<file path="src/rcfd_pkg.sv">
package rcfd_pkg;

  // Frame layout
  localparam int FRAME_LENGTH = 32;
  localparam int POS_W        = $clog2(FRAME_LENGTH + 1);
  localparam int NUM_CHANNELS = 6;
  localparam int CH_IDX_W     = $clog2(NUM_CHANNELS);
  localparam int CH_END       = 2 + 2 * NUM_CHANNELS;

  localparam logic [7:0] HEADER_0 = 8'h20;
  localparam logic [7:0] HEADER_1 = 8'h40;

  // Configuration port
  localparam int CFG_IDX_W  = 3;
  localparam int CFG_DATA_W = 16;

  typedef enum logic [CFG_IDX_W-1:0] {
    CFG_THROTTLE_LOW_MAX  = 3'd0,
    CFG_STICK_LOW_LIMIT   = 3'd1,
    CFG_STICK_HIGH_LIMIT  = 3'd2,
    CFG_PITCH_GESTURE_MAX = 3'd3,
    CFG_LAND_THRESHOLD    = 3'd4,
    CFG_MODE_LOW_EDGE     = 3'd5,
    CFG_MODE_HIGH_EDGE    = 3'd6
  } cfg_idx_t;

  typedef enum logic [1:0] {
    ARM_NONE   = 2'd0,
    ARM_ARM    = 2'd1,
    ARM_DISARM = 2'd2
  } arm_req_t;

  typedef enum logic [1:0] {
    FLIGHT_LAND     = 2'd0,
    FLIGHT_POSITION = 2'd1,
    FLIGHT_OFFBOARD = 2'd2,
    FLIGHT_MANUAL   = 2'd3
  } flight_req_t;

  // One completed frame, handed from the byte parser to the command stage
  typedef struct packed {
    logic        ok;
    logic [15:0] roll;
    logic [15:0] pitch;
    logic [15:0] throttle;
    logic [15:0] yaw;
    logic [15:0] aux1;
    logic [15:0] aux2;
  } frame_rec_t;

endpackage

</file>
<file path="src/rc_frame_decoder.sv">
// A completed frame is queued, then loaded into the output register as a result.
// Throughput: one byte per cycle; one result per complete frame of 32 bytes.
// Bytes stall only when both entries of the two-frame queue are occupied.
// Reset (rst, synchronous, active high): parser idle awaiting a start byte,
// queue and output empty, thresholds at their default values.
module rc_frame_decoder (
  input  logic                             clk,
  input  logic                             rst,
  input  logic                             in_valid,
  output logic                             in_stall,
  input  logic [7:0]                       rx_byte,
  input  logic                             frame_start,
  output logic                             out_valid,
  input  logic                             out_stall,
  output logic                             frame_ok,
  output logic signed [10:0]               pitch_cmd,
  output logic signed [10:0]               roll_cmd,
  output logic [9:0]                       throttle_cmd,
  output logic signed [10:0]               yaw_cmd,
  output logic [1:0]                       arm_request,
  output logic [1:0]                       flight_request,
  input  logic                             cfg_we,
  input  logic [rcfd_pkg::CFG_IDX_W-1:0]   cfg_index,
  input  logic [rcfd_pkg::CFG_DATA_W-1:0]  cfg_data
);
  import rcfd_pkg::*;

  logic       push;
  frame_rec_t push_rec;
  logic       q_full;
  logic       pop;
  logic       head_valid;
  frame_rec_t head_rec;

  // Byte parser: position, header, checksum, channel capture
  rcfd_front u_front (
    .clk         (clk),
    .rst         (rst),
    .in_valid    (in_valid),
    .in_stall    (in_stall),
    .rx_byte     (rx_byte),
    .frame_start (frame_start),
    .q_full      (q_full),
    .push        (push),
    .push_rec    (push_rec)
  );

  // Completed frames wait here
  rcfd_queue u_queue (
    .clk        (clk),
    .rst        (rst),
    .push       (push),
    .push_rec   (push_rec),
    .full       (q_full),
    .pop        (pop),
    .head_valid (head_valid),
    .head_rec   (head_rec)
  );

  // Command stage with threshold registers and output register
  rcfd_back u_back (
    .clk            (clk),
    .rst            (rst),
    .cfg_we         (cfg_we),
    .cfg_index      (cfg_index),
    .cfg_data       (cfg_data),
    .head_valid     (head_valid),
    .head_rec       (head_rec),
    .pop            (pop),
    .out_valid      (out_valid),
    .out_stall      (out_stall),
    .frame_ok       (frame_ok),
    .pitch_cmd      (pitch_cmd),
    .roll_cmd       (roll_cmd),
    .throttle_cmd   (throttle_cmd),
    .yaw_cmd        (yaw_cmd),
    .arm_request    (arm_request),
    .flight_request (flight_request)
  );

endmodule

</file>
<file path="src/rcfd_front.sv">
module rcfd_front (
  input  logic                clk,
  input  logic                rst,
  input  logic                in_valid,
  output logic                in_stall,
  input  logic [7:0]          rx_byte,
  input  logic                frame_start,
  input  logic                q_full,
  output logic                push,
  output rcfd_pkg::frame_rec_t push_rec
);
  import rcfd_pkg::*;

  logic [POS_W-1:0]    pos;
  logic [POS_W-1:0]    pos_use;
  logic [POS_W-1:0]    pos_off;
  logic [15:0]         sum;
  logic                header_good;
  logic [7:0]          low_hold;
  logic [15:0]         ch [NUM_CHANNELS];
  logic                accept;
  logic                active;
  logic                ch_we;
  logic [CH_IDX_W-1:0] ch_idx;

  // Hold off input only while the queue cannot take a frame
  assign in_stall = q_full;
  assign accept   = in_valid && !q_full;

  // A start flag restarts the frame; otherwise idle bytes are dropped
  assign pos_use = frame_start ? '0 : pos;
  assign active  = frame_start || (pos < POS_W'(FRAME_LENGTH));

  // Channel capture on the high byte of each pair
  assign pos_off = pos_use - POS_W'(2);
  assign ch_idx  = pos_off[CH_IDX_W:1];
  assign ch_we   = accept && active && pos_use[0] &&
                   (pos_use >= POS_W'(2)) && (pos_use < POS_W'(CH_END));

  always_ff @(posedge clk) begin
    if (rst) begin
      pos         <= POS_W'(FRAME_LENGTH);
      sum         <= '0;
      header_good <= 1'b0;
      low_hold    <= '0;
    end else if (accept && active) begin
      pos <= pos_use + POS_W'(1);
      if (pos_use == '0) begin
        header_good <= (rx_byte == HEADER_0);
        sum         <= {8'd0, rx_byte};
      end else if (pos_use < POS_W'(FRAME_LENGTH - 2)) begin
        if (pos_use == POS_W'(1)) begin
          header_good <= header_good && (rx_byte == HEADER_1);
        end
        sum <= sum + {8'd0, rx_byte};
        if (pos_use < POS_W'(CH_END) && !pos_use[0]) begin
          low_hold <= rx_byte;
        end
      end else if (pos_use == POS_W'(FRAME_LENGTH - 2)) begin
        low_hold <= rx_byte;
      end
    end
  end

  always_ff @(posedge clk) begin
    if (ch_we) begin
      ch[ch_idx] <= {rx_byte, low_hold};
    end
  end

  // Last byte closes the frame: checksum is the complement of the sum
  assign push = accept && active && (pos_use == POS_W'(FRAME_LENGTH - 1));

  always_comb begin
    push_rec.ok       = header_good && ({rx_byte, low_hold} == ~sum);
    push_rec.roll     = ch[0];
    push_rec.pitch    = ch[1];
    push_rec.throttle = ch[2];
    push_rec.yaw      = ch[3];
    push_rec.aux1     = ch[4];
    push_rec.aux2     = ch[5];
  end

endmodule

</file>
<file path="src/rcfd_queue.sv">
module rcfd_queue (
  input  logic                 clk,
  input  logic                 rst,
  input  logic                 push,
  input  rcfd_pkg::frame_rec_t push_rec,
  output logic                 full,
  input  logic                 pop,
  output logic                 head_valid,
  output rcfd_pkg::frame_rec_t head_rec
);
  import rcfd_pkg::*;

  // Two-entry frame queue between parser and command stage
  frame_rec_t  entry [2];
  logic        wr_ptr;
  logic        rd_ptr;
  logic [1:0]  count;

  assign full       = (count == 2'd2);
  assign head_valid = (count != 2'd0);
  assign head_rec   = entry[rd_ptr];

  always_ff @(posedge clk) begin
    if (rst) begin
      wr_ptr <= 1'b0;
      rd_ptr <= 1'b0;
      count  <= 2'd0;
    end else begin
      if (push) begin
        wr_ptr <= ~wr_ptr;
      end
      if (pop) begin
        rd_ptr <= ~rd_ptr;
      end
      case ({push, pop})
        2'b10:   count <= count + 2'd1;
        2'b01:   count <= count - 2'd1;
        default: count <= count;
      endcase
    end
  end

  always_ff @(posedge clk) begin
    if (push) begin
      entry[wr_ptr] <= push_rec;
    end
  end

endmodule

</file>
<file path="src/rcfd_back.sv">
module rcfd_back (
  input  logic                        clk,
  input  logic                        rst,
  input  logic                        cfg_we,
  input  logic [rcfd_pkg::CFG_IDX_W-1:0]  cfg_index,
  input  logic [rcfd_pkg::CFG_DATA_W-1:0] cfg_data,
  input  logic                        head_valid,
  input  rcfd_pkg::frame_rec_t        head_rec,
  output logic                        pop,
  output logic                        out_valid,
  input  logic                        out_stall,
  output logic                        frame_ok,
  output logic signed [10:0]          pitch_cmd,
  output logic signed [10:0]          roll_cmd,
  output logic [9:0]                  throttle_cmd,
  output logic signed [10:0]          yaw_cmd,
  output logic [1:0]                  arm_request,
  output logic [1:0]                  flight_request
);
  import rcfd_pkg::*;

  // Threshold registers
  logic [15:0] throttle_low_max;
  logic [15:0] stick_low_limit;
  logic [15:0] stick_high_limit;
  logic [15:0] pitch_gesture_max;
  logic [15:0] land_threshold;
  logic [15:0] mode_low_edge;
  logic [15:0] mode_high_edge;

  logic signed [10:0] pitch_next;
  logic signed [10:0] roll_next;
  logic signed [10:0] yaw_next;
  logic [9:0]         throttle_next;
  arm_req_t           arm_next;
  flight_req_t        flight_next;
  logic               thr_low;
  logic               pitch_ok;

  // 2*(raw-1500) clamped to +-1000; inside the band raw fits in 11 bits
  function automatic logic signed [10:0] scale_axis(input logic [15:0] raw);
    logic [11:0] dbl;
    dbl = {raw[10:0], 1'b0} - 12'd3000;
    if (raw >= 16'd2000) begin
      scale_axis = 11'sd1000;
    end else if (raw <= 16'd1000) begin
      scale_axis = -11'sd1000;
    end else begin
      scale_axis = dbl[10:0];
    end
  endfunction

  always_ff @(posedge clk) begin
    if (rst) begin
      throttle_low_max  <= 16'd1050;
      stick_low_limit   <= 16'd1250;
      stick_high_limit  <= 16'd1750;
      pitch_gesture_max <= 16'd1950;
      land_threshold    <= 16'd1800;
      mode_low_edge     <= 16'd1400;
      mode_high_edge    <= 16'd1600;
    end else if (cfg_we) begin
      case (cfg_index)
        CFG_THROTTLE_LOW_MAX:  throttle_low_max  <= cfg_data;
        CFG_STICK_LOW_LIMIT:   stick_low_limit   <= cfg_data;
        CFG_STICK_HIGH_LIMIT:  stick_high_limit  <= cfg_data;
        CFG_PITCH_GESTURE_MAX: pitch_gesture_max <= cfg_data;
        CFG_LAND_THRESHOLD:    land_threshold    <= cfg_data;
        CFG_MODE_LOW_EDGE:     mode_low_edge     <= cfg_data;
        CFG_MODE_HIGH_EDGE:    mode_high_edge    <= cfg_data;
        default: ;
      endcase
    end
  end

  // Stick scaling, gestures and flight request from the queue head
  always_comb begin
    logic [15:0] thr_off;
    thr_off  = head_rec.throttle - 16'd1000;
    pitch_next = scale_axis(head_rec.pitch);
    roll_next  = scale_axis(head_rec.roll);
    yaw_next   = scale_axis(head_rec.yaw);
    if (head_rec.throttle <= 16'd1000) begin
      throttle_next = '0;
    end else if (head_rec.throttle >= 16'd2000) begin
      throttle_next = 10'd1000;
    end else begin
      throttle_next = thr_off[9:0];
    end

    thr_low  = head_rec.throttle <= throttle_low_max;
    pitch_ok = head_rec.pitch <= pitch_gesture_max;
    if (thr_low && pitch_ok && head_rec.roll < stick_low_limit &&
        head_rec.yaw > stick_high_limit) begin
      arm_next = ARM_ARM;
    end else if (thr_low && pitch_ok && head_rec.roll > stick_high_limit &&
                 head_rec.yaw < stick_low_limit) begin
      arm_next = ARM_DISARM;
    end else begin
      arm_next = ARM_NONE;
    end

    if (head_rec.aux1 > land_threshold) begin
      flight_next = FLIGHT_LAND;
    end else if (head_rec.aux2 < mode_low_edge) begin
      flight_next = FLIGHT_POSITION;
    end else if (head_rec.aux2 < mode_high_edge) begin
      flight_next = FLIGHT_OFFBOARD;
    end else begin
      flight_next = FLIGHT_MANUAL;
    end
  end

  // Output register: reload when empty or being taken
  assign pop = head_valid && (!out_valid || !out_stall);

  always_ff @(posedge clk) begin
    if (rst) begin
      out_valid <= 1'b0;
    end else if (!out_valid || !out_stall) begin
      out_valid <= head_valid;
    end
  end

  // Rejected frames carry zeros in every command field
  always_ff @(posedge clk) begin
    if (pop) begin
      frame_ok <= head_rec.ok;
      if (head_rec.ok) begin
        pitch_cmd      <= pitch_next;
        roll_cmd       <= roll_next;
        throttle_cmd   <= throttle_next;
        yaw_cmd        <= yaw_next;
        arm_request    <= arm_next;
        flight_request <= flight_next;
      end else begin
        pitch_cmd      <= '0;
        roll_cmd       <= '0;
        throttle_cmd   <= '0;
        yaw_cmd        <= '0;
        arm_request    <= '0;
        flight_request <= '0;
      end
    end
  end

endmodule

</file>
<file path="config.mk">
export PLATFORM = sky130hd
export DESIGN_NAME = rc_frame_decoder
export DESIGN_NICKNAME = d
export VERILOG_FILES = /design/src/rcfd_pkg.sv /design/src/rc_frame_decoder.sv /design/src/rcfd_front.sv /design/src/rcfd_queue.sv /design/src/rcfd_back.sv
export SDC_FILE = /design/constraint.sdc
export NUM_CORES = 1
export LEC_CHECK = 0
export ABC_AREA = 1
export BUFFER_PORTS_ARGS = -buffer_cell sky130_fd_sc_hd__buf_2
export CAP_MARGIN = 20
export CORE_MARGIN = 2
export CORE_UTILIZATION = 55
export CTS_BUF_LIST = sky130_fd_sc_hd__clkbuf_8
export DETAILED_ROUTE_END_ITERATION = 7
export PLACE_DENSITY = 0.72
export SYNTH_ARGS = -nofsm -noshare
export SYNTH_HDL_FRONTEND = slang
export SYNTH_SLANG_ARGS = --single-unit
</file>
<file path="constraint.sdc">
create_clock -name clk -period 7.5 [get_ports clk]
set_clock_uncertainty 0.1 [all_clocks]
set_input_delay 1.5 -clock clk [delete_from_list [all_inputs] [get_ports clk]]
set_output_delay 1.5 -clock clk [all_outputs]
set_load 0.05 [all_outputs]
</file>
* Word level (Yosys, flattened, before mapping)
Memories as Yosys holds them, arrays and structs flattened. A register that Yosys moved wholly into a read port is not among the register bits. Index checks and enable logic that the tools add are counted.
Cells by class: $add $sub $neg 9, $lt $le $gt $ge 21, eq/ne operators 16, muxes and demuxes 27, bitwise gates (word level) 5, reduce and logical (&&, ||, !) cells 49
Operators by type and width (number):
- $ge 16x11->1 const B | 4
- $le 16x10->1 const B | 4
- $lt 16x16->1 | 4
- $gt 16x16->1 | 3
- $mux 10 | 4
- $mux 11 | 3
- $sub 11x10->11 const B | 3
- $le 16x16->1 | 2
- $mux 16 | 2
- $mux 8 | 3
- $add 16x8->16 | 1
- $eq 16x16->1 | 1
- $not 16->16 | 1
- $reduce_and 2->1 | 8
- $logic_and 1x1->1 | 15
- $reduce_or 3->1 | 5
- $eq 6x5->1 const B | 2
- $mux 1 | 12
- $reduce_or 2->1 | 6
- $reduce_bool 2->1 | 5
- $sub 10x10->10 const B | 1
- $eq 3x3->1 const B | 3
- $eq 8x6->1 const B | 1
- $eq 8x7->1 const B | 1
- other kinds (24) | 33
Storage, ports and cells: flip-flop bits (word level) 196, RAM bits 290, input port bits 33, output and inout port bits 50, memories kept 2
Memories:
- u_queue.entry | words 2, bits a word 97, read ports 1, clocked after Yosys merged registers in 1, wr ports 1, line rcfd_queue.sv:14 | frame_rec_t entry [2];
- u_front.ch | words 6, bits a word 16, read ports 6, clocked after Yosys merged registers in 0, wr ports 1, line rcfd_front.sv:20 | logic [15:0] ch [NUM_CHANNELS];

* Longest topological paths before layout
Gate-level depths: netlist of the first run.
depth in word-level cells 9, mapped depth 22, mapped depth without buffers 19

* By module
Synthesis of the first run repeated with hierarchy kept, for this count alone.
Unflattened totals: cell total of the unflattened synthesis 2041, area, all modules 22520.3 µm²
Modules (own cells, without submodules):
- rcfd_back | times used 1, cells an instance 1238, area an instance 9824.4 µm², seq. area each 3613.5 µm²
- rcfd_queue | times used 1, cells an instance 335, area an instance 7342.0 µm², seq. area each 5925.7 µm²
- rcfd_front | times used 1, cells an instance 468, area an instance 5353.9 µm², seq. area each 3503.4 µm²

* Worst setup path after synthesis of the first run
No wires, ideal clock.
path kind input to register, start point in frame_start, end point mem u_queue.entry[1][0] (netlist name), enable pin, setup time 555 ps, arrival 6388 ps, required time 6845 ps, path slack 458 ps, cell stages on the path 6, path through nor2_1 -> ha_1 -> nand3_1 -> nor2_1 -> inv_1 -> nor2_1
On the way: longest elaborated chain between the ends 5, elaborated cells between the ends (all ways) 7
RTL lines:
- start, declared | line rc_frame_decoder.sv:12 | input logic frame_start,
- $mux 6 / $logic_or 1x1->1 (equally long branches) | line rcfd_front.sv:31, rcfd_front.sv:32
- $eq 6x5->1 / $logic_and 1x1->1 (equally long branches) | line rcfd_front.sv:72 | assign push = accept && active && (pos_use == POS_W'(FRAME_LENGTH - 1));
- $logic_and 1x1->1 (*) | line rcfd_front.sv:72
- $mux 1 (*) | line rcfd_queue.sv:44 | if (push) begin
- $mux 1 (not written as such) (*) | line rcfd_queue.sv:45 | entry[wr_ptr] <= push_rec;
- end, declared | line rcfd_queue.sv:14
Every way passes the cells marked *; elsewhere a longest branch is shown, timed or not.

* Worst setup path in the final report of the first run
start point in frame_start, end point mem u_queue.entry[1][86] (netlist name), enable pin
Same word-level chain as after synthesis.

==> impl_table.tex, run 1 <==
\begin{tabular}{lr}
\hline
Metric & Value \\
\hline
\multicolumn{2}{l}{\textbf{Global route}} \\
Largest net degree at the start of global routing & between 80 and 90 \\
Number of antenna violations at the first check in global routing & 2 \\
Total global routing track utilization & 0.254 \\
Global-route wire length before repair & 80500 um \\
Via count of the first global-routing pass & 15100 \\
Total overflow reported by the global router & 0 \\
\multicolumn{2}{l}{\textbf{Setup path}} \\
Critical-path cell list & buf\_2 -> nor2\_1 -> ha\_1 -> nand3\_1 -> nor2\_1 -> inv\_1 -> nor2\_4 -> buf\_4 \\
Startpoint-to-endpoint class of the critical path & input port to flip-flop \\
Cell with the most instances on the worst path & nor2\_1 \\
Slowest-stage cell, CP & nor2\_4 \\
Type of origin of the critical path & input port \\
Critical path arrival & 4.06 ns \\
Worst Reg2Reg Path Length in Cells & 17 \\
Required time of the critical path & 7.65 ns \\
Critical-path maximum fanout & 34 \\
Gate family responsible for the most delay along the worst path & simple AND/OR/NAND/NOR gates \\
Crit path buffers/inverters & 3 \\
Logic depth of the worst path, buffers included & 8 \\
Highest cell delay on the worst timing path & about 0.8 ns \\
Kind of end point of the critical path & flip-flop \\
\multicolumn{2}{l}{\textbf{Drt}} \\
Via count & 15800 \\
WL per Instance & 18.0 um \\
Wirelength, routed & 52900 um \\
Antenna viol nets, final & 0 \\
Detailed-route vias per instance & 5.37 \\
Count of TritonRoute iterations in the first routing pass & 5 \\
DRC & 0 \\
Iteration-0 DRC count of the detailed router & approximately 1300 \\
\multicolumn{2}{l}{\textbf{Flow run}} \\
Number of max-cap violations & 0 \\
\multicolumn{2}{l}{\textbf{Synthesis}} \\
Synthesized netlist cell count & roughly 2200 \\
Syn\_area\_per\_cell & 10.0 um\^{}2 \\
Flip-flop and latch count after synthesis & 484 \\
Cells taking the most area after synthesis & edfxtp\_1 (45\%), dfxtp\_1 (13\%), ha\_1 (9.2\%), nand2\_1 (8.9\%), a21oi\_1 (4.4\%) \\
Netlist area before placement & 0.0224 mm\^{}2 \\
Post-synthesis async set-or-reset flop share & 0 \\
Synth warnings & 0 \\
Fraction of post-synthesis cell area in the top cell type by area & 0.450 \\
EDFF count, synth & 335 \\
Top cell type by total area after synthesis & edfxtp\_1 \\
Part of the Yosys area used for sequential elements & 0.583 \\
Top flip-flop cell by instance count after synthesis & edfxtp\_1 \\
Unique cell type count in the Yosys netlist & 50 \\
Library cell with the highest instance count after synthesis & nand2\_1 \\
Commonest cells post-synth & nand2\_1 (528), edfxtp\_1 (335), inv\_1 (249) \\
\multicolumn{2}{l}{\textbf{STA}} \\
Final worst path period need & 3.91 ns \\
Sum of negative setup slack & 0 ns \\
Slew at the pin with the worst max-slew slack & $\sim$1 ns \\
Highest clock frequency the design can meet & 0.256 GHz \\
RSZ-0062 raised after global routing & false \\
Fin. max-slew vios & 0 \\
Share of the clock period used by the worst path & 0.521 \\
Setup-violating endpoint count in the final report & 0 \\
Relative max-transition margin & 0.330 \\
Worst hold slack & 0.329 ns \\
Hold violation total from the final report & 0 \\
\multicolumn{2}{l}{\textbf{Cells and area}} \\
Layout-stage area growth over the synthesis result & 11.0\% \\
Total number of nets in the final design & 2549 \\
Share of layout cells above drive strength 1 & 0.111 \\
Sequential cell area in the final layout & around 0.013 mm\^{}2 \\
Filler Cells Inserted & 3248 \\
Inserted Diodes & 0 \\
Multi-input gate area in the final layout & 0.00802 mm\^{}2 \\
\multicolumn{2}{l}{\textbf{Pwr}} \\
Lkg Pwr & approximately 0.010 uW \\
Power per Cell Area & 269 mW/mm\^{}2 \\
PnR Total Power & about 6700 uW \\
Peak ir drop on the vdd network & 0.000174 V \\
\multicolumn{2}{l}{\textbf{Placement}} \\
Routability Congestion & 0.891 \\
Input/output buffers & 79 \\
Half-perimeter wire length after placement & $\sim$36000 um \\
\multicolumn{2}{l}{\textbf{Die}} \\
Initial Utilization & 0.560 \\
Die Height & 206 um \\
Total core area & 0.0399 mm\^{}2 \\
Area of the die & 0.0423 mm\^{}2 \\
Die width & 206 um \\
Ports & 83 \\
Cell Rows & 73 \\
\multicolumn{2}{l}{\textbf{CTS}} \\
Hold buffer count at cts & 0 \\
Worst skew pair latency & 0.62 ns \\
Clock tree from TritonCTS & built \\
Post-cts repair resize count & 0 \\
\# clock sinks & about 480 \\
Master cell of the clock root buffer & clkbuf\_8 \\
Setup Buffers After CTS & 0 \\
Deepest level of the CTS H-tree & 3 \\
Clk buf depth & 3 \\
TritonCTS buffer count & 78 \\
Clock slew at the register clock pins of the worst setup and hold paths & about 0.060 ns \\
\multicolumn{2}{l}{\textbf{Min path}} \\
Classification of the worst-slack hold path & flip-flop to flip-flop \\
Number of cells traversed by the worst hold path & 0 \\
\multicolumn{2}{l}{\textbf{Status}} \\
Run status & completed \\
\hline
\end{tabular}
state kept, by name (all words and copies together), names as in the netlist, 10 cells and up, named ones only:
register                  flops
u_back.throttle_cmd          10
u_front.ch                   96
u_back.yaw_cmd               10
u_back.land_threshold        16
u_back.stick_high_limit      16
u_queue.entry               194
u_back.roll_cmd              10
u_back.pitch_gesture_max     16
u_back.stick_low_limit       16
u_back.pitch_cmd             10
u_front.sum                  16
u_back.mode_high_edge        16
u_back.throttle_low_max      16
u_back.mode_low_edge         16
cells by family after synthesis:
logic type / synth area share
XOR/XNOR: 0.0133
adder cells (fa/ha/maj): 0.0927
multiplexers: 0.000448
AND/OR/NAND/NOR: 0.147
buffers and inverters: 0.0590
AO/OA/AOI/OAI: 0.104
other: 0.000168
flip-flops: 0.583
power breakdown:
part / switching [uW] / leakage (uW) / internal [uW] / total (uW)
clock: 1000 / 0.000939 / 1240 / 2250
combinational: 1000 / 0.00513 / 421 / 1420
sequential: 67.6 / 0.00426 / 2940 / 3010
total: 2070 / 0.0103 / 4600 / 6680
worst paths after layout:
| kind | from | to | slack [ns] |
|---|---|---|---|
| worst max-delay path | frame_start | u_queue.entry[1][86] | 3.59 |
| worst min register to register | u_front.ch[2][15] | u_queue.entry[0][63] | 0.33 |
| worst max register to register | flip-flop | u_back.arm_request[1] | 3.92 |
| worst min-delay path | u_front.ch[2][15] | u_queue.entry[0][63] | 0.33 |
metrics by stage:
stage	worst slack [ns]	instances	area (um^2)	util
floorplan	0.458	2234	22400	-
global placement	3.01	2794	23200	0.582
detailed placement	2.92	2795	23200	0.582
CTS	3.57	2939	24800	0.622
global route	3.38	2940	24800	0.622
finish	3.59	2940	24800	0.622
worst reg2reg max path, stage by stage, from the launching register on:
cell     delay, ns
dfxtp_4       0.77
inv_6         0.41
or2_0         0.34
o21ai_1       0.35
inv_1         0.19
ha_1          0.33
nand2_1       0.07
nand2_1       0.04
nand2_1       0.05
nand2_1       0.06
nand2_1       0.06
nand2_1       0.04
nand2_1       0.07
nand2_1       0.05
a21oi_1       0.12
nand3_1       0.10
nor2_1        0.12
nor2_1        0.05
final cells by class:
type | instances | area share
clock buffers | 94 | 0.0521
clock inverters | 50 | 0.0117
inverters | 262 | 0.0398
multi-input cells | 1428 | 0.323
flip-flops and latches | 484 | 0.525
well taps | 525 | 0.0265
repair buffers | 97 | 0.0215
layer usage:
metal | up-vias | track usage | part of all wire
met1 | 7391 | 0.321 | 0.42
met3 | 135 | 0.0469 | 0.063
li1 | 7799 | - | -
met2 | 477 | 0.427 | 0.47
met4 | 0 | 0.112 | 0.042
met5 | - | 0 | 0
cell usage in the layout (no fill, tap or decap), drive strengths merged:
| cell type | synthesis | final |
|---|---|---|
| a211oi | 8 | 8 |
| a21boi | 1 | 1 |
| a21o | 6 | 6 |
| a21oi | 199 | 199 |
| a221oi | 3 | 3 |
| a31oi | 6 | 6 |
| and2 | 2 | 2 |
| buf | 26 | 97 |
| bufinv | 0 | 3 |
| clkbuf | 34 | 94 |
| clkinv | 2 | 12 |
| clkinvlp | 0 | 1 |
| conb | 1 | 3 |
| dfxtp | 149 | 149 |
| edfxtp | 335 | 335 |
| fa | 1 | 1 |
| ha | 164 | 164 |
| inv | 260 | 296 |
| mux2i | 1 | 1 |
| nand2 | 538 | 538 |
| nand3 | 58 | 58 |
| nand4 | 12 | 12 |
| nor2 | 155 | 155 |
| nor3 | 17 | 17 |
| nor4 | 4 | 4 |
| o2111ai | 1 | 1 |
| o211ai | 38 | 38 |
| o21a | 3 | 3 |
| o21ai | 153 | 153 |
| o22ai | 2 | 2 |
| o31ai | 1 | 1 |
| o41ai | 1 | 1 |
| or2 | 17 | 17 |
| xnor2 | 9 | 9 |
| xor2 | 25 | 25 |
No activity file was read; power rests on OpenSTA's default activity.
==> run 2: changes to the inputs <==
ABC_AREA = 0   (was 1)
clock period = 3.8 ns   (was 7.5 ns; I/O delays follow)
==> impl_table.tex, run 2 <==
\begin{tabular}{lr}
\hline
Metric & Value \\
\hline
\multicolumn{2}{l}{\textbf{Die}} \\
Ports & 83 \\
Die width & 204 um \\
Cell Rows & 73 \\
Total core area & 0.0396 mm\^{}2 \\
Area of the die & 0.0417 mm\^{}2 \\
Die Height & 204 um \\
Initial Utilization & 0.557 \\
\multicolumn{2}{l}{\textbf{CTS}} \\
Setup Buffers After CTS & 0 \\
TritonCTS buffer count & 78 \\
\# clock sinks & $\sim$480 \\
Clock tree from TritonCTS & built \\
Clk buf depth & 3 \\
Post-cts repair resize count & 0 \\
Worst skew pair latency & between 0.6 and 0.7 ns \\
Hold buffer count at cts & 0 \\
Master cell of the clock root buffer & clkbuf\_8 \\
Clock slew at the register clock pins of the worst setup and hold paths & $\sim$0.060 ns \\
Deepest level of the CTS H-tree & 3 \\
\multicolumn{2}{l}{\textbf{Flow run}} \\
Number of max-cap violations & 0 \\
\multicolumn{2}{l}{\textbf{Global route}} \\
Global-route wire length before repair & around 80000 um \\
Number of antenna violations at the first check in global routing & 1 \\
Total global routing track utilization & 0.262 \\
Total overflow reported by the global router & 0 \\
Via count of the first global-routing pass & roughly 15000 \\
Largest net degree at the start of global routing & 60 \\
\multicolumn{2}{l}{\textbf{Cells and area}} \\
Largest registers in the final layout & u\_queue.entry (194), u\_front.ch (96) \\
Multi-input gate area in the final layout & 0.00826 mm\^{}2 \\
Share of layout cells above drive strength 1 & 0.162 \\
Number of flip-flops in the largest register & roughly 190 \\
Reg with most FFs & u\_queue.entry \\
Most frequent cells in the layout & edfxtp\_1 (335), nand2\_1 (233), a21oi\_1 (177), inv\_1 (165), ha\_1 (163) \\
Sequential cell area in the final layout & 0.0130 mm\^{}2 \\
Layout-stage area growth over the synthesis result & 12.9\% \\
Most common cell after layout, fill and taps aside & edfxtp\_1 \\
Filler Cells Inserted & 3122 \\
Final Core Density & 0.629 \\
Total number of nets in the final design & between 2000 and 2500 \\
\multicolumn{2}{l}{\textbf{STA}} \\
Slew at the pin with the worst max-slew slack & $\sim$0.80 ns \\
Sum of negative setup slack & 0 ns \\
Fin. max-slew vios & 0 \\
Worst hold slack & 0.325 ns \\
Hold violation total from the final report & 0 \\
Share of the clock period used by the worst path & 0.921 \\
Relative max-transition margin & 0.466 \\
Crit path setup slack, layout & 0.300 ns \\
Final worst path period need & roughly 3.5 ns \\
RSZ-0062 raised after global routing & false \\
Setup-violating endpoint count in the final report & 0 \\
Highest clock frequency the design can meet & 0.286 GHz \\
\multicolumn{2}{l}{\textbf{Drt}} \\
Antenna viol nets, final & 0 \\
Via count & 14700 \\
Count of TritonRoute iterations in the first routing pass & 5 \\
Iteration-0 DRC count of the detailed router & 966 \\
Wirelength, routed & about 53000 um \\
Detailed-route vias per instance & 5.67 \\
WL per Instance & roughly 21 um \\
DRC & 0 \\
\multicolumn{2}{l}{\textbf{Setup path}} \\
Kind of end point of the critical path & flip-flop \\
Type of origin of the critical path & flip-flop \\
Startpoint-to-endpoint class of the critical path & flip-flop to flip-flop \\
Worst Reg2Reg Path Length in Cells & 9 \\
Critical-path maximum fanout & between 50 and 60 \\
Required time of the critical path & approximately 4.1 ns \\
Critical path arrival & between 3 and 4 ns \\
\multicolumn{2}{l}{\textbf{Synthesis}} \\
Cells taking the most area after synthesis & edfxtp\_1 (46\%), dfxtp\_1 (14\%), ha\_1 (9.2\%), a21oi\_1 (4.0\%), nand2\_1 (4.0\%) \\
EDFF count, synth & 335 \\
Commonest cells post-synth & edfxtp\_1 (335), nand2\_1 (235), a21oi\_1 (178) \\
Unique cell type count in the Yosys netlist & 76 \\
Post-synthesis async set-or-reset flop share & 0 \\
Synthesized netlist cell count & 1859 \\
Synth warnings & 0 \\
Fraction of post-synthesis cell area in the top cell type by area & 0.456 \\
Flip-flop and latch count after synthesis & approximately 480 \\
Part of the Yosys area used for sequential elements & 0.591 \\
Syn\_area\_per\_cell & approximately 12 um\^{}2 \\
Top flip-flop cell by instance count after synthesis & edfxtp\_1 \\
Library cell with the highest instance count after synthesis & edfxtp\_1 \\
Netlist area before placement & 0.0221 mm\^{}2 \\
Top cell type by total area after synthesis & edfxtp\_1 \\
\multicolumn{2}{l}{\textbf{Placement}} \\
Input/output buffers & 79 \\
Half-perimeter wire length after placement & 36500 um \\
Routability Congestion & 0.938 \\
Minimum setup slack after placement & about 0.29 ns \\
\multicolumn{2}{l}{\textbf{Pwr}} \\
Lkg Pwr & 0.00946 uW \\
Power per Cell Area & 495 mW/mm\^{}2 \\
Peak ir drop on the vdd network & 0.000344 V \\
\multicolumn{2}{l}{\textbf{Status}} \\
Run status & completed \\
\multicolumn{2}{l}{\textbf{Min path}} \\
Classification of the worst-slack hold path & input port to flip-flop \\
Number of cells traversed by the worst hold path & 3 \\
\hline
\end{tabular}
==> run 2: cell types whose count changed in the layout (fill, tap and decap cells not counted), moves of 32 or more <==
cell,before,now
nand3_1,56,20
mux2i_1,1,33
o21ai_0,133,39
inv_1,281,165
mux2_2,0,64
nor2_1,141,98
nand2_1,528,233
==> run 2: layout make-up <==
| type | count | share of cell area |
|---|---|---|
| Antenna cell | 1 | 0.000100 |
| Multi-Input combinational cell | 1174 | 0.332 |
| Tap cell | 525 | 0.0264 |
| Clock buffer | 85 | 0.0469 |
| Inverter | 144 | 0.0217 |
| Clock inverter | 58 | 0.0161 |
| Timing Repair Buffer | 126 | 0.0338 |
| Sequential cell | 484 | 0.523 |
==> run 2: metal layers <==
layer  share of wire  global-route usage  vias to the layer above  wire length, um
met5               0                   0                        -                0
li1                -                   -                     7025                -
met4           0.041               0.125                        0             2180
met1            0.42               0.338                     7089            22500
met3           0.072              0.0531                      129             3840
met2            0.47               0.424                      482            24900
==> run 2: critical path, stage by stage (launching register included) <==
cell and delay, ns:
dfxtp_4 0.87, buf_4 0.36, mux2i_1 0.29, inv_1 0.13, ha_1 0.32, nand4_1 0.12, nor3_1 0.07, or2_2 0.27
o221ai_1 0.43, and4b_1 0.25
==> run 2: path summary, 6_finish.rpt <==
path	end	slack, ns	from
hold reg to reg	u_queue.entry[0][53]	0.34	u_front.ch[2][5]
setup / recovery	u_back.arm_request[1]	0.30	flip-flop
hold / removal	u_back.out_valid	0.33	out_stall
setup reg to reg	u_back.arm_request[1]	0.30	flip-flop
==> run 2: power by group <==
part	internal, uW	leakage, uW	switching, uW
registers	5750	0.00422	148
logic	734	0.00434	1220
clock network	2470	0.000901	2020
==> run 2: per-stage QoR <==
step	cell area [um^2]	total power, uW	std cells
global placement	23300	7890	2452
CTS	24900	12400	2595
floorplan	22100	7400	1861
finish	24900	12300	2597
global route	24900	12900	2596
detailed placement	23300	7940	2452
==> run 2: logic make-up (layout without fill, tap and decap cells) <==
family,after synthesis,in the layout,synth area share
simple gates,511,511,0.109
flops,484,484,0.591
compound gates,344,344,0.0967
buf+inv,203,413,0.0378
fa+ha+maj,164,164,0.0933
mux,105,105,0.0530
xor+xnor,47,47,0.0187
other cells,1,4,0.000170
==> run 3: changes to the inputs <==
SYNTH_HIERARCHICAL = 1   (was unset)
==> impl_table.tex, run 3 <==
\begin{tabular}{lr}
\hline
Metric & Value \\
\hline
\multicolumn{2}{l}{\textbf{Cells and area}} \\
Post-Layout Cell Count & 2575 \\
Reg with most FFs & u\_queue/entry \\
Layout-stage area growth over the synthesis result & 13.0\% \\
Largest registers in the final layout & u\_queue/entry (194), u\_front/ch (96) \\
Most common cell after layout, fill and taps aside & edfxtp\_1 \\
Total number of nets in the final design & 2181 \\
Inserted Diodes & 0 \\
Number of flip-flops in the largest register & 194 \\
Final Core Density & 0.630 \\
Most frequent cells in the layout & edfxtp\_1 (335), nand2\_1 (246), ha\_1 (162), inv\_1 (153), a21oi\_1 (151) \\
Post-route design area & 0.0250 mm\^{}2 \\
Share of layout cells above drive strength 1 & 0.171 \\
\multicolumn{2}{l}{\textbf{STA}} \\
RSZ-0062 raised after global routing & false \\
Crit path setup slack, layout & 0.665 ns \\
Share of the clock period used by the worst path & 0.825 \\
Relative max-transition margin & 0.356 \\
Slew at the pin with the worst max-slew slack & 0.966 ns \\
Hold violation total from the final report & 0 \\
Final worst path period need & 3.14 ns \\
Fin. max-slew vios & 0 \\
Sum of negative setup slack & 0 ns \\
Setup-violating endpoint count in the final report & 0 \\
Highest clock frequency the design can meet & 0.319 GHz \\
\multicolumn{2}{l}{\textbf{Die}} \\
Area of the die & 0.0419 mm\^{}2 \\
Die width & 205 um \\
Initial Utilization & 0.558 \\
Ports & a little over 80 \\
Total core area & 0.0397 mm\^{}2 \\
Cell Rows & 73 \\
Die Height & 205 um \\
\multicolumn{2}{l}{\textbf{CTS}} \\
Clock tree from TritonCTS & built \\
Deepest level of the CTS H-tree & 3 \\
\# clock sinks & slightly below 500 \\
TritonCTS buffer count & 77 \\
Clock slew at the register clock pins of the worst setup and hold paths & $\sim$0.060 ns \\
Worst skew pair latency & 0.66 ns \\
Clk buf depth & 3 \\
Setup Buffers After CTS & 0 \\
Hold buffer count at cts & 0 \\
Master cell of the clock root buffer & clkbuf\_8 \\
Post-cts repair resize count & 0 \\
\multicolumn{2}{l}{\textbf{Drt}} \\
Count of TritonRoute iterations in the first routing pass & 5 \\
WL per Instance & 20.7 um \\
Wirelength, routed & 53200 um \\
Detailed-route vias per instance & between 5 and 6 \\
Antenna viol nets, final & 0 \\
DRC & 0 \\
Via count & between 10000 and 15000 \\
Iteration-0 DRC count of the detailed router & 1046 \\
\multicolumn{2}{l}{\textbf{Synthesis}} \\
Synthesized netlist cell count & roughly 1800 \\
Compound-cell area share of the yosys netlist & 0.0932 \\
Post-Synth Adder-Cell Area & 0.0924 \\
Unique cell type count in the Yosys netlist & 74 \\
Netlist area before placement & 0.0222 mm\^{}2 \\
Synth warnings & 6 \\
Fraction of post-synthesis cell area in the top cell type by area & 0.454 \\
EDFF count, synth & 335 \\
Part of the Yosys area used for sequential elements & 0.589 \\
Commonest cells post-synth & edfxtp\_1 (335), nand2\_1 (246), ha\_1 (162) \\
Simple-gate share of the synthesized area & 0.113 \\
Top cell type by total area after synthesis & edfxtp\_1 \\
Multiplexer fraction of the synthesized cell area & 0.0594 \\
Post-synthesis async set-or-reset flop share & 0 \\
Combinational family with the most area after synthesis & simple AND/OR/NAND/NOR gates \\
Top flip-flop cell by instance count after synthesis & edfxtp\_1 \\
Flip-flop and latch count after synthesis & 484 \\
Syn\_area\_per\_cell & 12.0 um\^{}2 \\
Synthesized-area fraction occupied by xor and xnor cells & 0.0186 \\
Cells taking the most area after synthesis & edfxtp\_1 (45\%), dfxtp\_1 (13\%), ha\_1 (9.1\%), nand2\_1 (4.2\%), mux2\_2 (3.5\%) \\
Library cell with the highest instance count after synthesis & edfxtp\_1 \\
\multicolumn{2}{l}{\textbf{Setup path}} \\
Kind of end point of the critical path & flip-flop \\
Capturing point of the worst reg2reg path & u\_back/arm\_request[0] \\
Critical-path maximum fanout & 38 \\
Required time of the critical path & 4.09 ns \\
Startpoint-to-endpoint class of the critical path & flip-flop to flip-flop \\
R2R setup slack & 0.66 ns \\
Worst Reg2Reg Path Length in Cells & 9 \\
Critical path arrival & 3.43 ns \\
Type of origin of the critical path & flip-flop \\
\multicolumn{2}{l}{\textbf{Global route}} \\
Global-route wire length before repair & 80800 um \\
Total overflow reported by the global router & 0 \\
Total global routing track utilization & 0.258 \\
Via count of the first global-routing pass & 14500 \\
Number of antenna violations at the first check in global routing & 1 \\
Largest net degree at the start of global routing & 91 \\
\multicolumn{2}{l}{\textbf{Pwr}} \\
Power share of the sequential group & 0.519 \\
Share of power burned in the clock network & 0.439 \\
Switching power total & 2450 uW \\
Peak ir drop on the vdd network & 0.000328 V \\
Internal & 8480 uW \\
Lkg Pwr & 0.00923 uW \\
Switching Share & 0.224 \\
Fraction of power consumed by combinational cells & 0.042 \\
Power per Cell Area & between 400 and 500 mW/mm\^{}2 \\
\multicolumn{2}{l}{\textbf{Placement}} \\
Input/output buffers & 79 \\
Placed cell areas & 0.0233 mm\^{}2 \\
Placed Cells & 2430 \\
Half-perimeter wire length after placement & around 36000 um \\
Minimum setup slack after placement & 0.389 ns \\
Routability Congestion & approximately 0.9 \\
\multicolumn{2}{l}{\textbf{Min path}} \\
Hold path startpoint & out\_stall \\
Number of cells traversed by the worst hold path & 3 \\
Classification of the worst-slack hold path & input port to flip-flop \\
WHS Endpoint & u\_back/out\_valid \\
\multicolumn{2}{l}{\textbf{Flow run}} \\
Number of max-cap violations & 0 \\
\multicolumn{2}{l}{\textbf{Status}} \\
Run status & completed \\
\hline
\end{tabular}
## run 3: cell count changes in the layout (fill, tap and decap cells not counted), moves of 9 or more
cell	previous run	this run
a21o_1	26	13
a21oi_1	177	151
buf_4	40	28
inv_1	165	153
mux2_4	3	30
mux2i_1	33	10
nand2_1	233	246
nor2_1	98	111
xnor2_1	28	19
xor2_1	19	28
## run 3: final cells by class
cell class                 instances  area (um^2)
fill                            3020        14700
tap                              525          657
clock inverter                    56          494
inverter                         133          499
clock buffer                      88         1210
timing repair buffer             113          741
multi-input combinational       1176         8400
sequential                       484        13000
## run 3: power groups by stage
stage	combinational, uW	clock [uW]	sequential (uW)
floorplan	277	0	5760
global placement	438	0	5770
detailed placement	449	0	5780
CTS	451	4910	5660
global route	501	5130	5660
finish	458	4800	5660
## run 3: kinds of logic (layout without fill, tap and decap cells)
group / Yosys count / after routing
and+or+nand+nor: 532 / 532
DFF: 484 / 484
AOI/OAI and AO/OA: 323 / 323
buffers and inverters: 190 / 390
adders and majority gates: 163 / 163
muxes: 108 / 108
xor gates and xnor gates: 47 / 47
other: 1 / 3
## run 3: stage by stage
stage	hold slack [ns]	power, uW
2_1_floorplan	0.321	6040
3_3_place_gp	0.322	6210
3_5_place_dp	0.329	6220
4_1_cts	0.287	11000
5_1_grt	0.322	11300
6_report	0.319	10900
## run 3: worst max path at each step
stage                                 end  cells after the start         from  slack [ns]
global placement     u_queue/entry[0][69]                      8  frame_start        0.50
floorplan             u_queue/entry[0][0]                      8  frame_start       0.002
finish              u_back/arm_request[0]                      9    flip-flop        0.66
detailed placement    u_queue/entry[0][3]                      8  frame_start        0.39
global route        u_back/arm_request[1]                      9    flip-flop        0.47
CTS                 u_back/arm_request[1]                      9    flip-flop        0.69
## run 3: per-layer routing
metal,share of wire,up-vias,GRT usage
met5,0,-,0
met4,0.045,0,0.137
met3,0.057,141,0.0439
met2,0.48,475,0.425
met1,0.42,7074,0.326
li1,-,6972,-
## run 3: worst max-delay path: stages, from the launching register on
cell and delay (ns):
dfxtp_4 0.49, buf_12 0.26, mux2_4 0.34, ha_1 0.32
nand4_1 0.14, nor4_1 0.45, a21boi_0 0.24, o31a_1 0.23
a21oi_1 0.09, and2_1 0.16
